`src/rtl/amd_pkg.sv`:
```
package amd_pkg;

    typedef enum logic [1:0] {
        MODE_RLE  = 2'd0,
        MODE_RAW  = 2'd1,
        MODE_PACK = 2'd2,
        MODE_NONE = 2'd3
    } t_mode;

    typedef enum logic [1:0] {
        PH_CMD,
        PH_FILL,
        PH_LIT
    } t_phase;

    typedef enum logic {
        ES_IDLE,
        ES_RUN
    } t_emit_state;

    // One decoded byte: texels to write and whether the layer ends after it.
    typedef struct packed {
        logic [7:0] first;
        logic [7:0] second;
        logic [7:0] count;
        logic       clear;
    } t_job;

    localparam logic [7:0] CMD_FILL_BIT = 8'h80;
    localparam logic [7:0] CMD_LEN_MASK = 8'h7F;

    // nibble * 17 == nibble replicated into both halves
    function automatic logic [7:0] scale17(input logic [3:0] nib);
        logic [7:0] res;
        res = {nib, 4'b0000} + {4'b0000, nib};
        return res;
    endfunction

endpackage

```
`src/rtl/alpha_map_decoder.sv`:
```
// Channel   Direction  Beat                               Handshake
// cfg       in         alpha_mode                         i_cfg_we
// in        in         in_byte, layer_end                 i_in_valid / o_in_stall
// out       out        texel pair, count, position, last  o_out_valid / i_out_stall
//
// A byte is taken while the emitter is idle; a byte giving results then holds o_in_stall
// while its texel pairs go out from the shared position step, and while a full map
// swallows it. Command bytes and no-alpha mode give no results and do not stall.
// Output stalls lengthen the input stall.
// Synchronous active-low reset; mode resets to no alpha.
module alpha_map_decoder #(
    parameter int MAP_TEXELS = 4096
) (
    input  logic        i_clk,
    input  logic        i_rst_n,
    input  logic        i_cfg_we,
    input  logic [1:0]  i_cfg_wdata,
    input  logic        i_in_valid,
    output logic        o_in_stall,
    input  logic [7:0]  i_in_byte,
    input  logic        i_layer_end,
    output logic        o_out_valid,
    input  logic        i_out_stall,
    output logic [7:0]  o_texel_first,
    output logic [7:0]  o_texel_second,
    output logic [1:0]  o_pair_count,
    output logic [11:0] o_texel_position,
    output logic        o_run_last
);
    import amd_pkg::*;

    t_mode r_mode;
    t_job  job;
    logic  accept;
    logic  busy;

    assign o_in_stall = busy;
    assign accept     = i_in_valid && !busy;

    always_ff @(posedge i_clk) begin
        if (!i_rst_n) begin
            r_mode <= MODE_NONE;
        end else if (i_cfg_we) begin
            r_mode <= t_mode'(i_cfg_wdata);
        end
    end

    amd_parse u_parse (
        .i_clk   (i_clk),
        .i_rst_n (i_rst_n),
        .i_accept(accept),
        .i_byte  (i_in_byte),
        .i_end   (i_layer_end),
        .i_mode  (r_mode),
        .o_job   (job)
    );

    amd_emit #(
        .MAP_TEXELS(MAP_TEXELS)
    ) u_emit (
        .i_clk           (i_clk),
        .i_rst_n         (i_rst_n),
        .i_accept        (accept),
        .i_job           (job),
        .o_busy          (busy),
        .o_out_valid     (o_out_valid),
        .i_out_stall     (i_out_stall),
        .o_texel_first   (o_texel_first),
        .o_texel_second  (o_texel_second),
        .o_pair_count    (o_pair_count),
        .o_texel_position(o_texel_position),
        .o_run_last      (o_run_last)
    );

endmodule

```
`src/rtl/amd_parse.sv`:
```
module amd_parse (
    input  logic           i_clk,
    input  logic           i_rst_n,
    input  logic           i_accept,
    input  logic [7:0]     i_byte,
    input  logic           i_end,
    input  amd_pkg::t_mode i_mode,
    output amd_pkg::t_job  o_job
);
    import amd_pkg::*;

    t_phase     r_phase, n_phase;
    logic [7:0] r_run, n_run;
    logic [7:0] run_dec;

    assign run_dec = (r_run != 8'd0) ? (r_run - 8'd1) : 8'd0;

    always_comb begin
        n_phase      = r_phase;
        n_run        = r_run;
        o_job.first  = i_byte;
        o_job.second = 8'd0;
        o_job.count  = 8'd0;
        o_job.clear  = i_end;
        case (i_mode)
            MODE_RLE: begin
                case (r_phase)
                    PH_CMD: begin
                        n_run   = (i_byte & CMD_LEN_MASK) + 8'd1;
                        n_phase = ((i_byte & CMD_FILL_BIT) != 8'd0) ? PH_FILL : PH_LIT;
                    end
                    PH_FILL: begin
                        o_job.second = i_byte;
                        o_job.count  = r_run;
                        n_run        = 8'd0;
                        n_phase      = PH_CMD;
                    end
                    PH_LIT: begin
                        o_job.count = 8'd1;
                        n_run       = run_dec;
                        if (run_dec == 8'd0) begin
                            n_phase = PH_CMD;
                        end
                    end
                    default: begin
                        n_phase = PH_CMD;
                    end
                endcase
            end
            MODE_RAW: begin
                o_job.count = 8'd1;
            end
            MODE_PACK: begin
                o_job.first  = scale17(i_byte[3:0]);
                o_job.second = scale17(i_byte[7:4]);
                o_job.count  = 8'd2;
            end
            default: begin
                o_job.count = 8'd0;
            end
        endcase
        if (i_end) begin
            n_phase = PH_CMD;
            n_run   = 8'd0;
        end
    end

    always_ff @(posedge i_clk) begin
        if (!i_rst_n) begin
            r_phase <= PH_CMD;
            r_run   <= 8'd0;
        end else if (i_accept) begin
            r_phase <= n_phase;
            r_run   <= n_run;
        end
    end

endmodule

```
`src/rtl/amd_emit.sv`:
```
module amd_emit #(
    parameter int MAP_TEXELS = 4096
) (
    input  logic          i_clk,
    input  logic          i_rst_n,
    input  logic          i_accept,
    input  amd_pkg::t_job i_job,
    output logic          o_busy,
    output logic          o_out_valid,
    input  logic          i_out_stall,
    output logic [7:0]    o_texel_first,
    output logic [7:0]    o_texel_second,
    output logic [1:0]    o_pair_count,
    output logic [11:0]   o_texel_position,
    output logic          o_run_last
);
    import amd_pkg::*;

    localparam int PW = $clog2(MAP_TEXELS + 1);
    localparam logic [PW-1:0] MAP_W = PW'(MAP_TEXELS);

    t_emit_state r_state, n_state;
    logic [PW-1:0] r_pos, n_pos;
    logic [7:0]    r_n, n_n;
    logic [7:0]    r_first, n_first;
    logic [7:0]    r_second, n_second;
    logic          r_clr, n_clr;
    logic          r_ov, n_ov;
    logic [7:0]    r_o_first, n_o_first;
    logic [7:0]    r_o_second, n_o_second;
    logic [1:0]    r_o_cnt, n_o_cnt;
    logic [11:0]   r_o_pos, n_o_pos;
    logic          r_o_last, n_o_last;

    logic [PW-1:0] pos_p1, pos_p2, step_pos;
    logic [7:0]    rem;
    logic          full, two, last, out_free;

    // shared position step and limit compare
    assign pos_p1   = r_pos + PW'(1);
    assign pos_p2   = r_pos + PW'(2);
    assign full     = (r_pos >= MAP_W);
    assign two      = (r_n >= 8'd2) && (pos_p1 < MAP_W);
    assign step_pos = two ? pos_p2 : pos_p1;
    assign rem      = r_n - (two ? 8'd2 : 8'd1);
    assign last     = (rem == 8'd0) || (step_pos >= MAP_W);
    assign out_free = !r_ov || !i_out_stall;

    always_comb begin
        n_state    = r_state;
        n_pos      = r_pos;
        n_n        = r_n;
        n_first    = r_first;
        n_second   = r_second;
        n_clr      = r_clr;
        n_ov       = out_free ? 1'b0 : r_ov;
        n_o_first  = r_o_first;
        n_o_second = r_o_second;
        n_o_cnt    = r_o_cnt;
        n_o_pos    = r_o_pos;
        n_o_last   = r_o_last;
        case (r_state)
            ES_IDLE: begin
                if (i_accept) begin
                    n_first  = i_job.first;
                    n_second = i_job.second;
                    n_n      = i_job.count;
                    n_clr    = i_job.clear;
                    if (i_job.count == 8'd0) begin
                        if (i_job.clear) begin
                            n_pos = '0;
                        end
                    end else begin
                        n_state = ES_RUN;
                    end
                end
            end
            ES_RUN: begin
                if (full) begin
                    // map already full: byte is swallowed
                    n_state = ES_IDLE;
                    if (r_clr) begin
                        n_pos = '0;
                    end
                end else if (out_free) begin
                    n_ov       = 1'b1;
                    n_o_first  = r_first;
                    n_o_second = two ? r_second : 8'd0;
                    n_o_cnt    = two ? 2'd2 : 2'd1;
                    n_o_pos    = 12'(r_pos);
                    n_o_last   = last;
                    n_pos      = step_pos;
                    n_n        = rem;
                    if (last) begin
                        n_state = ES_IDLE;
                        if (r_clr) begin
                            n_pos = '0;
                        end
                    end
                end
            end
            default: begin
                n_state = ES_IDLE;
            end
        endcase
    end

    always_ff @(posedge i_clk) begin
        if (!i_rst_n) begin
            r_state <= ES_IDLE;
            r_pos   <= '0;
            r_ov    <= 1'b0;
        end else begin
            r_state <= n_state;
            r_pos   <= n_pos;
            r_ov    <= n_ov;
        end
    end

    always_ff @(posedge i_clk) begin
        r_n        <= n_n;
        r_first    <= n_first;
        r_second   <= n_second;
        r_clr      <= n_clr;
        r_o_first  <= n_o_first;
        r_o_second <= n_o_second;
        r_o_cnt    <= n_o_cnt;
        r_o_pos    <= n_o_pos;
        r_o_last   <= n_o_last;
    end

    assign o_busy           = (r_state == ES_RUN);
    assign o_out_valid      = r_ov;
    assign o_texel_first    = r_o_first;
    assign o_texel_second   = r_o_second;
    assign o_pair_count     = r_o_cnt;
    assign o_texel_position = r_o_pos;
    assign o_run_last       = r_o_last;

endmodule

```
`config.mk`:
```
export PLATFORM = sky130hd
export DESIGN_NAME = alpha_map_decoder
export DESIGN_NICKNAME = d
export VERILOG_FILES = /design/src/rtl/amd_pkg.sv /design/src/rtl/alpha_map_decoder.sv /design/src/rtl/amd_parse.sv /design/src/rtl/amd_emit.sv
export SDC_FILE = /design/constraint.sdc
export NUM_CORES = 1
export LEC_CHECK = 0
export BUFFER_PORTS_ARGS = -buffer_cell sky130_fd_sc_hd__buf_2
export CORE_AREA = 8 8 119 121
export CTS_CLUSTER_DIAMETER = 120
export DETAILED_ROUTE_END_ITERATION = 7
export DIE_AREA = 0 0 127 129
export GPL_ROUTABILITY_DRIVEN = 0
export GPL_TIMING_DRIVEN = 0
export REMOVE_ABC_BUFFERS = 1
export SYNTH_ARGS = -nofsm -noshare
export SYNTH_HDL_FRONTEND = slang
export SYNTH_SLANG_ARGS = --single-unit
```
`constraint.sdc`:
```
create_clock -name i_clk -period 5.5 [get_ports i_clk]
set_input_delay 0.55 -clock i_clk [delete_from_list [all_inputs] [get_ports i_clk]]
set_output_delay 0.55 -clock i_clk [all_outputs]
set_load 0.02 [all_outputs]
```
# Yosys cells after proc, flatten, opt, wreduce, memory -nomap -nowiden
# Index checks and enable logic that the tools add are counted.
totals:
  ff_bits: 83
  latchBits: 0
  mem_bits_rw: 0
  rom_bits: 0
  inputBits: 16
  output_inout_bits: 33
  wordCells: 101
  n_memories: 0
classes:
  n_addsub: 7
  n_mul: 0
  div_mod_pow: 0
  magnitude_cmp: 4
  n_eq_ne: 12
  shifts: 0
  n_mux: 40
  bitwise_logic: 2
  n_reduce_logical: 21
op_table:
  columns: ["cell", "n"]
  rows:
  - ["13-bit two-way mux", 9]
  - ["8-bit two-way mux", 8]
  - ["8-bit case mux with 2 select lines", 3]
  - ["8-bit case mux with 3 select lines", 2]
  - ["13-bit >= comparator, second input constant", 2]
  - ["13-bit case mux with 2 select lines", 1]
  - ["8-bit zero test", 3]
  - ["8-bit by 4-bit adder with 8-bit output", 2]
  - ["13-bit by 1-bit adder with 13-bit output, second input constant", 1]
  - ["13-bit by 2-bit adder with 13-bit output, second input constant", 1]
  - ["13-bit < comparator, second input constant", 1]
  - ["2-bit two-way mux", 6]
  - ["3-bit AND reduction", 4]
  - ["1-bit two-way mux", 9]
  - ["7-bit by 1-bit adder with 8-bit output, second input constant", 1]
  - ["8-bit by 2-bit >= comparator with 1-bit output, second input constant", 1]
  - ["2-bit != test, second input constant", 4]
  - ["8-bit nonzero test", 1]
  - ["8-bit by 1-bit subtractor with 8-bit output, second input constant", 1]
  - ["8-bit subtractor", 1]
  - ["3-bit != test, second input constant", 2]
  - ["5-bit AND reduction", 1]
  - ["2-bit by 1-bit equality test with 1-bit output, second input constant", 2]
  - ["2-bit equality test, second input constant", 2]
  - ["other kinds (12)", 18]

# Longest topological paths before layout
logic_depth:
  depth_word: 11
  mapped_depth: 15
  mapped_depth_nobuf: 13

# Hierarchy
# Synthesis repeated with hierarchy kept, for this count alone.
hier_totals:
  cells_unflattened: 401
  hier_area_um2: 4277.9
by_module_without_submodules:
  columns: ["module", "instances", "cells_per_inst", "area_per_inst_um2", "seq_area_each_um2"]
  rows:
  - ["amd_emit", 1, 245, 3066.7, 1981.9]
  - ["amd_parse", 1, 149, 1137.3, 200.2]
  - ["alpha_map_decoder", 1, 7, 73.8, 40.0]

# Worst setup path after synthesis
# Ideal clock, no wire load.
synth_timing:
  path_kind: "register -> register"
  start: "register u_emit.r_pos[0]"
  end: "register u_emit.r_pos[8]"
  arrival_time_ns: 3.560
  t_required_ns: 5.381
  slack_ns: 1.822
  path_stages_with_launch: 15
  cell_sequence: "dfxtp_1 > ha_1 > nand3_2 > or4_1 > and3_1 > buf_6 > clkbuf_1 > fa_1 > nand2_1 > or3_1 > nor3_2 > o31ai_4 > buf_6 > a21boi_1 > o221a_1"
synth_between:
  elab_chain_cells: 11
  elab_cells_between_ends: 19
  cone_classes: "add/sub (3); order compare (3); eq/ne (2); mux (7); reduce/logical (4)"
synth_lines:
  columns: ["item", "line_no", "source"]
  rows:
  - ["start, declared", "amd_emit.sv:23", "logic [PW-1:0] r_pos, n_pos;"]
  - ["start signal, assigned", "amd_emit.sv:115", "r_pos <= n_pos;"]
  - ["13-bit by 1-bit adder with 13-bit output *", "amd_emit.sv:40", "assign pos_p1 = r_pos + PW'(1);"]
  - ["13-bit < comparator *", "amd_emit.sv:43", "assign two = (r_n >= 8'd2) && (pos_p1 < MAP_W);"]
  - ["1-bit logical AND *", "amd_emit.sv:43", null]
  - ["net u_emit.two", "amd_emit.sv:37", "logic full, two, last, out_free;"]
  - ["2-bit two-way mux", "amd_emit.sv:45", "assign rem = r_n - (two ? 8'd2 : 8'd1);"]
  - ["8-bit subtractor", "amd_emit.sv:45", null]
  - ["8-bit zero test", "amd_emit.sv:46", "assign last = (rem == 8'd0) || (step_pos >= MAP_W);"]
  - ["1-bit logical OR", "amd_emit.sv:46", null]
  - ["13-bit two-way mux *", "amd_emit.sv:94", "if (last) begin"]
  - ["13-bit two-way mux *", "amd_emit.sv:85", "end else if (out_free) begin"]
  - ["13-bit two-way mux *", "amd_emit.sv:79", "if (full) begin"]
  - ["13-bit case mux with 2 select lines *", "amd_emit.sv:62", "case (r_state)"]
# Mark *: on every way through the listed nets, which the timed path passes. The rest lies on a longest branch. The select of a mux whose other input is x is not followed.
# A chain may end at the register's enable or synchronous reset.

# Worst setup path after layout
layout_timing:
  start: "register u_emit.r_pos[0]"
  end: "register u_emit.r_pos[9]"
layout_between:
  elab_chain_cells: 11
  elab_cells_between_ends: 19
  cone_classes: "add/sub (3); order compare (3); eq/ne (2); mux (7); reduce/logical (4)"
layout_lines:
  columns: ["item", "line_no"]
  rows:
  - ["13-bit by 1-bit adder with 13-bit output", "amd_emit.sv:40"]
  - ["13-bit < comparator", "amd_emit.sv:43"]
  - ["1-bit logical AND", "amd_emit.sv:43"]
  - ["2-bit two-way mux", "amd_emit.sv:45"]
  - ["8-bit subtractor", "amd_emit.sv:45"]
  - ["8-bit zero test", "amd_emit.sv:46"]
  - ["1-bit logical OR", "amd_emit.sv:46"]
  - ["13-bit two-way mux", "amd_emit.sv:94"]
  - ["13-bit two-way mux", "amd_emit.sv:85"]
  - ["13-bit two-way mux", "amd_emit.sv:79"]
  - ["13-bit case mux with 2 select lines", "amd_emit.sv:62"]
# Several ways; a longest one is shown, not always the timed one. The select of a mux whose other input is x is not followed.

==> flow_summary.ini <==
[outcome]
status = finished, final reports clean

[detailed_routing]
wl_per_cell_um = 15.7
wl_um = 9120
drcViolationCount = 0
vias_per_cell = 5.33
drt_iter0_markers = 266
ant_nets = 0
dr_total_vias = 3091
drt_pass1_iterations = 4

[setup_path]
start_kind = flip-flop
worstPathRequired_ns = 5.73
ff2ff_path_depth = 13
crit_path_frequent_cell = ha_1
end_kind = flip-flop
worst-setup-path-type = flip-flop to flip-flop
slowest_delay_ns = 0.73
crit_path_top_delay_cell = o31ai_4
cp.arrival_ns = 4.91
cp_max_fo = 22
cp_cell_sequence = ha_1 > nand3_2 > o31ai_1 > and3_1 > inv_1 > ha_1 > fa_1 > xor2_1 > or3_1 > nor3_2 > o31ai_4 > a21bo_1 > a311oi_1

[die]
fp.dieH_um = 129
fp.dieArea_um2 = 16400
core_um2 = 12300
die_w_um = 127
rows = 41
initial_core_util = 0.339
io_pins = 49

[sta]
slew_headroom = 0.362
finalCriticalPeriod_ns = 4.68
post-route-period-util = 0.852
setup_viol = 0
hold_ws_ns = 0.418
slew_viol_final = 0
hold_viol = 0
tightest_slew_ns = 0.948
fin_skew_ns = 0.00645
setup_tns_ns = 0
fmax_ghz = 0.213
rsz0062_at_grt = no

[grt]
grt_usage = 0.117
grt.overflow.total = 0
antenna_found_initial = 0
grt_pass1_vias = 3089
grt_start_max_net_pins = 34
grt_pass1_wl_um = 15300

[power_and_ir_drop]
p_leak_nw = 1.80
p_per_area_nw_per_um2 = 312
ir_worst_vdd_mv = 0.150

[min_path]
holdPathStages = 0
hp-class = flip-flop to flip-flop

[synth]
synthAdderAreaFrac = 0.0378
synth_top_family_by_area = simple AND/OR/NAND/NOR gates
synth_warnings = 0
netlist_top_cells_area = edfxtp_1 (40%), dfxtp_1 (13%), ha_1 (3.3%)
synth-simple-area-share = 0.167
ys_ff_latch = 83
synth_compound_area_frac = 0.164
yosys.area.top_type = edfxtp_1
synth_area_per_cell_um2 = 10.9
synth_edf_count = 56
synth_async_sr_flop_share = 0
synthMuxAreaShare = 0.0282
yosysTopAreaCellShare = 0.403
yosysSeqAreaShare = 0.533
syn_area_um2 = 4170
synth-xor-area-share = 0.0336
synthDistinctLibCells = 61
synthFlopType = edfxtp_1
syn_inst = 384

[cts]
clk_pin_slew_ns = 0.06
cts_made_buffers = 9
clockRootBuffer = clkbuf_16
cts_resized = 0
cts.sinks = 83
cts_tree = done
cts-hold-fix-buffers = 0
clockBufferDepth = 2
cts_setup_buffers = 0
cts-htree-levels = 3
clock_latency_ns = 0.34

[finish]
stdcell_count = 580
drive_gt1_frac = 0.177
seq_area_um2 = 2220
syn_to_final_growth_pct = 16.5
fillers = 1179
nNetsFinal = 453
diodes = 0
multi_input_area_um2 = 1800

[placement]
numPortBuffers = 48
dp_hpwl_um = 6410
dp_cells = 563

[flow_run]
max_cap_violations = 0
worst max-delay path, delay by kind of cell (launching register included):
family / cells / cell delay, ns
AOI/OAI and AO/OA: 4 / 1.67
and+or+nand+nor: 4 / 1.02
adders and majority gates: 3 / 0.98
DFF: 1 / 0.48
buffers and inverters: 1 / 0.23
xor gates and xnor gates: 1 / 0.18
cell usage in the layout, fill, tap and decap left out, types with 10 or more instances in the layout:
master	Yosys	final
nand2_1	33	33
ha_1	11	11
dfxtp_1	27	27
and2_1	14	14
clkbuf_16	0	10
edfxtp_1	56	56
nand3_1	11	11
buf_2	2	48
a22oi_1	14	14
nor2_1	25	25
inv_1	15	15
o21ai_0	13	13
synthesized netlist by cell type (all sizes together) (2+ instances only):
cell,n
a21bo,2
a21o,4
a21oi,8
a22oi,14
a311oi,5
a31oi,6
a41oi,5
and2,14
and3,6
and4,3
buf,4
clkbuf,16
dfxtp,27
edfxtp,56
ha,11
inv,15
mux2,6
mux2i,5
nand2,33
nand2b,9
nand3,12
nand3b,3
nand4,4
nor2,25
nor2b,3
nor3,8
nor3b,3
nor4,2
o211a,2
o211ai,4
o21a,4
o21ai,16
o22ai,9
o31ai,5
o32ai,2
or2,2
or3,2
or4,2
xnor2,9
xor2,7
cell type report:
class | count | area share
Clock buffer | 12 | 0.0531
Inverter | 16 | 0.0124
Tap cell | 150 | 0.0386
Sequential cell | 83 | 0.457
Timing Repair Buffer | 50 | 0.0582
Multi-Input combinational cell | 265 | 0.370
Clock inverter | 4 | 0.0100
flip-flops by register name (all words and copies together), names as in the netlist, named ones only:
| register | cells |
|---|---|
| u_emit.o_texel_position | 12 |
| u_emit.r_first | 8 |
| u_parse.r_phase | 2 |
| u_parse.r_run | 8 |
| u_emit.o_run_last | 1 |
| r_mode | 2 |
| u_emit.o_texel_first | 8 |
| u_emit.r_pos | 13 |
| u_emit.r_n | 8 |
| u_emit.r_second | 8 |
| u_emit.r_clr | 1 |
| u_emit.o_texel_second | 8 |
| u_emit.o_busy | 1 |
| u_emit.o_pair_count | 2 |
power by group:
part / switching (mW) / internal [mW] / leakage [nW]
registers: 0.0286 / 0.709 / 0.747
clock network: 0.232 / 0.379 / 0.152
logic: 0.104 / 0.0632 / 0.899
through the flow:
stage	power (mW)	cell area (µm²)	setup WS, ns	utilization
5_1_grt	1.58	4860	0.301	0.395
3_3_place_gp	0.910	4510	0.903	0.366
2_1_floorplan	0.856	4080	1.60	-
3_5_place_dp	0.916	4520	0.835	0.367
6_report	1.52	4860	0.816	0.395
4_1_cts	1.53	4830	0.787	0.392
metal layers:
layer  part of all wire  track usage  vias up
met1               0.44        0.137     1483
met5                  0            0        -
met2               0.48        0.198       76
li1                   -            -     1514
met4              0.023       0.0560        0
met3              0.054       0.0269       18
kinds of logic after synthesis:
group                    count (synthesis)
buffers and inverters                   36
flip-flops                              83
XOR/XNOR                                16
adder cells (fa/ha/maj)                 12
multiplexers                            11
AO/OA/AOI/OAI                           95
AND/OR/NAND/NOR                        131
path summary, 6_finish.rpt:
path                          start                 endpoint  slack [ns]
setup / recovery    u_emit.r_pos[0]          u_emit.r_pos[9]        0.82
hold reg to reg   u_emit.r_first[1]  u_emit.o_texel_first[1]        0.42
hold / removal    u_emit.r_first[1]  u_emit.o_texel_first[1]        0.42
setup reg to reg    u_emit.r_pos[0]          u_emit.r_pos[9]        0.82
Power figures use the tool's default switching activity.
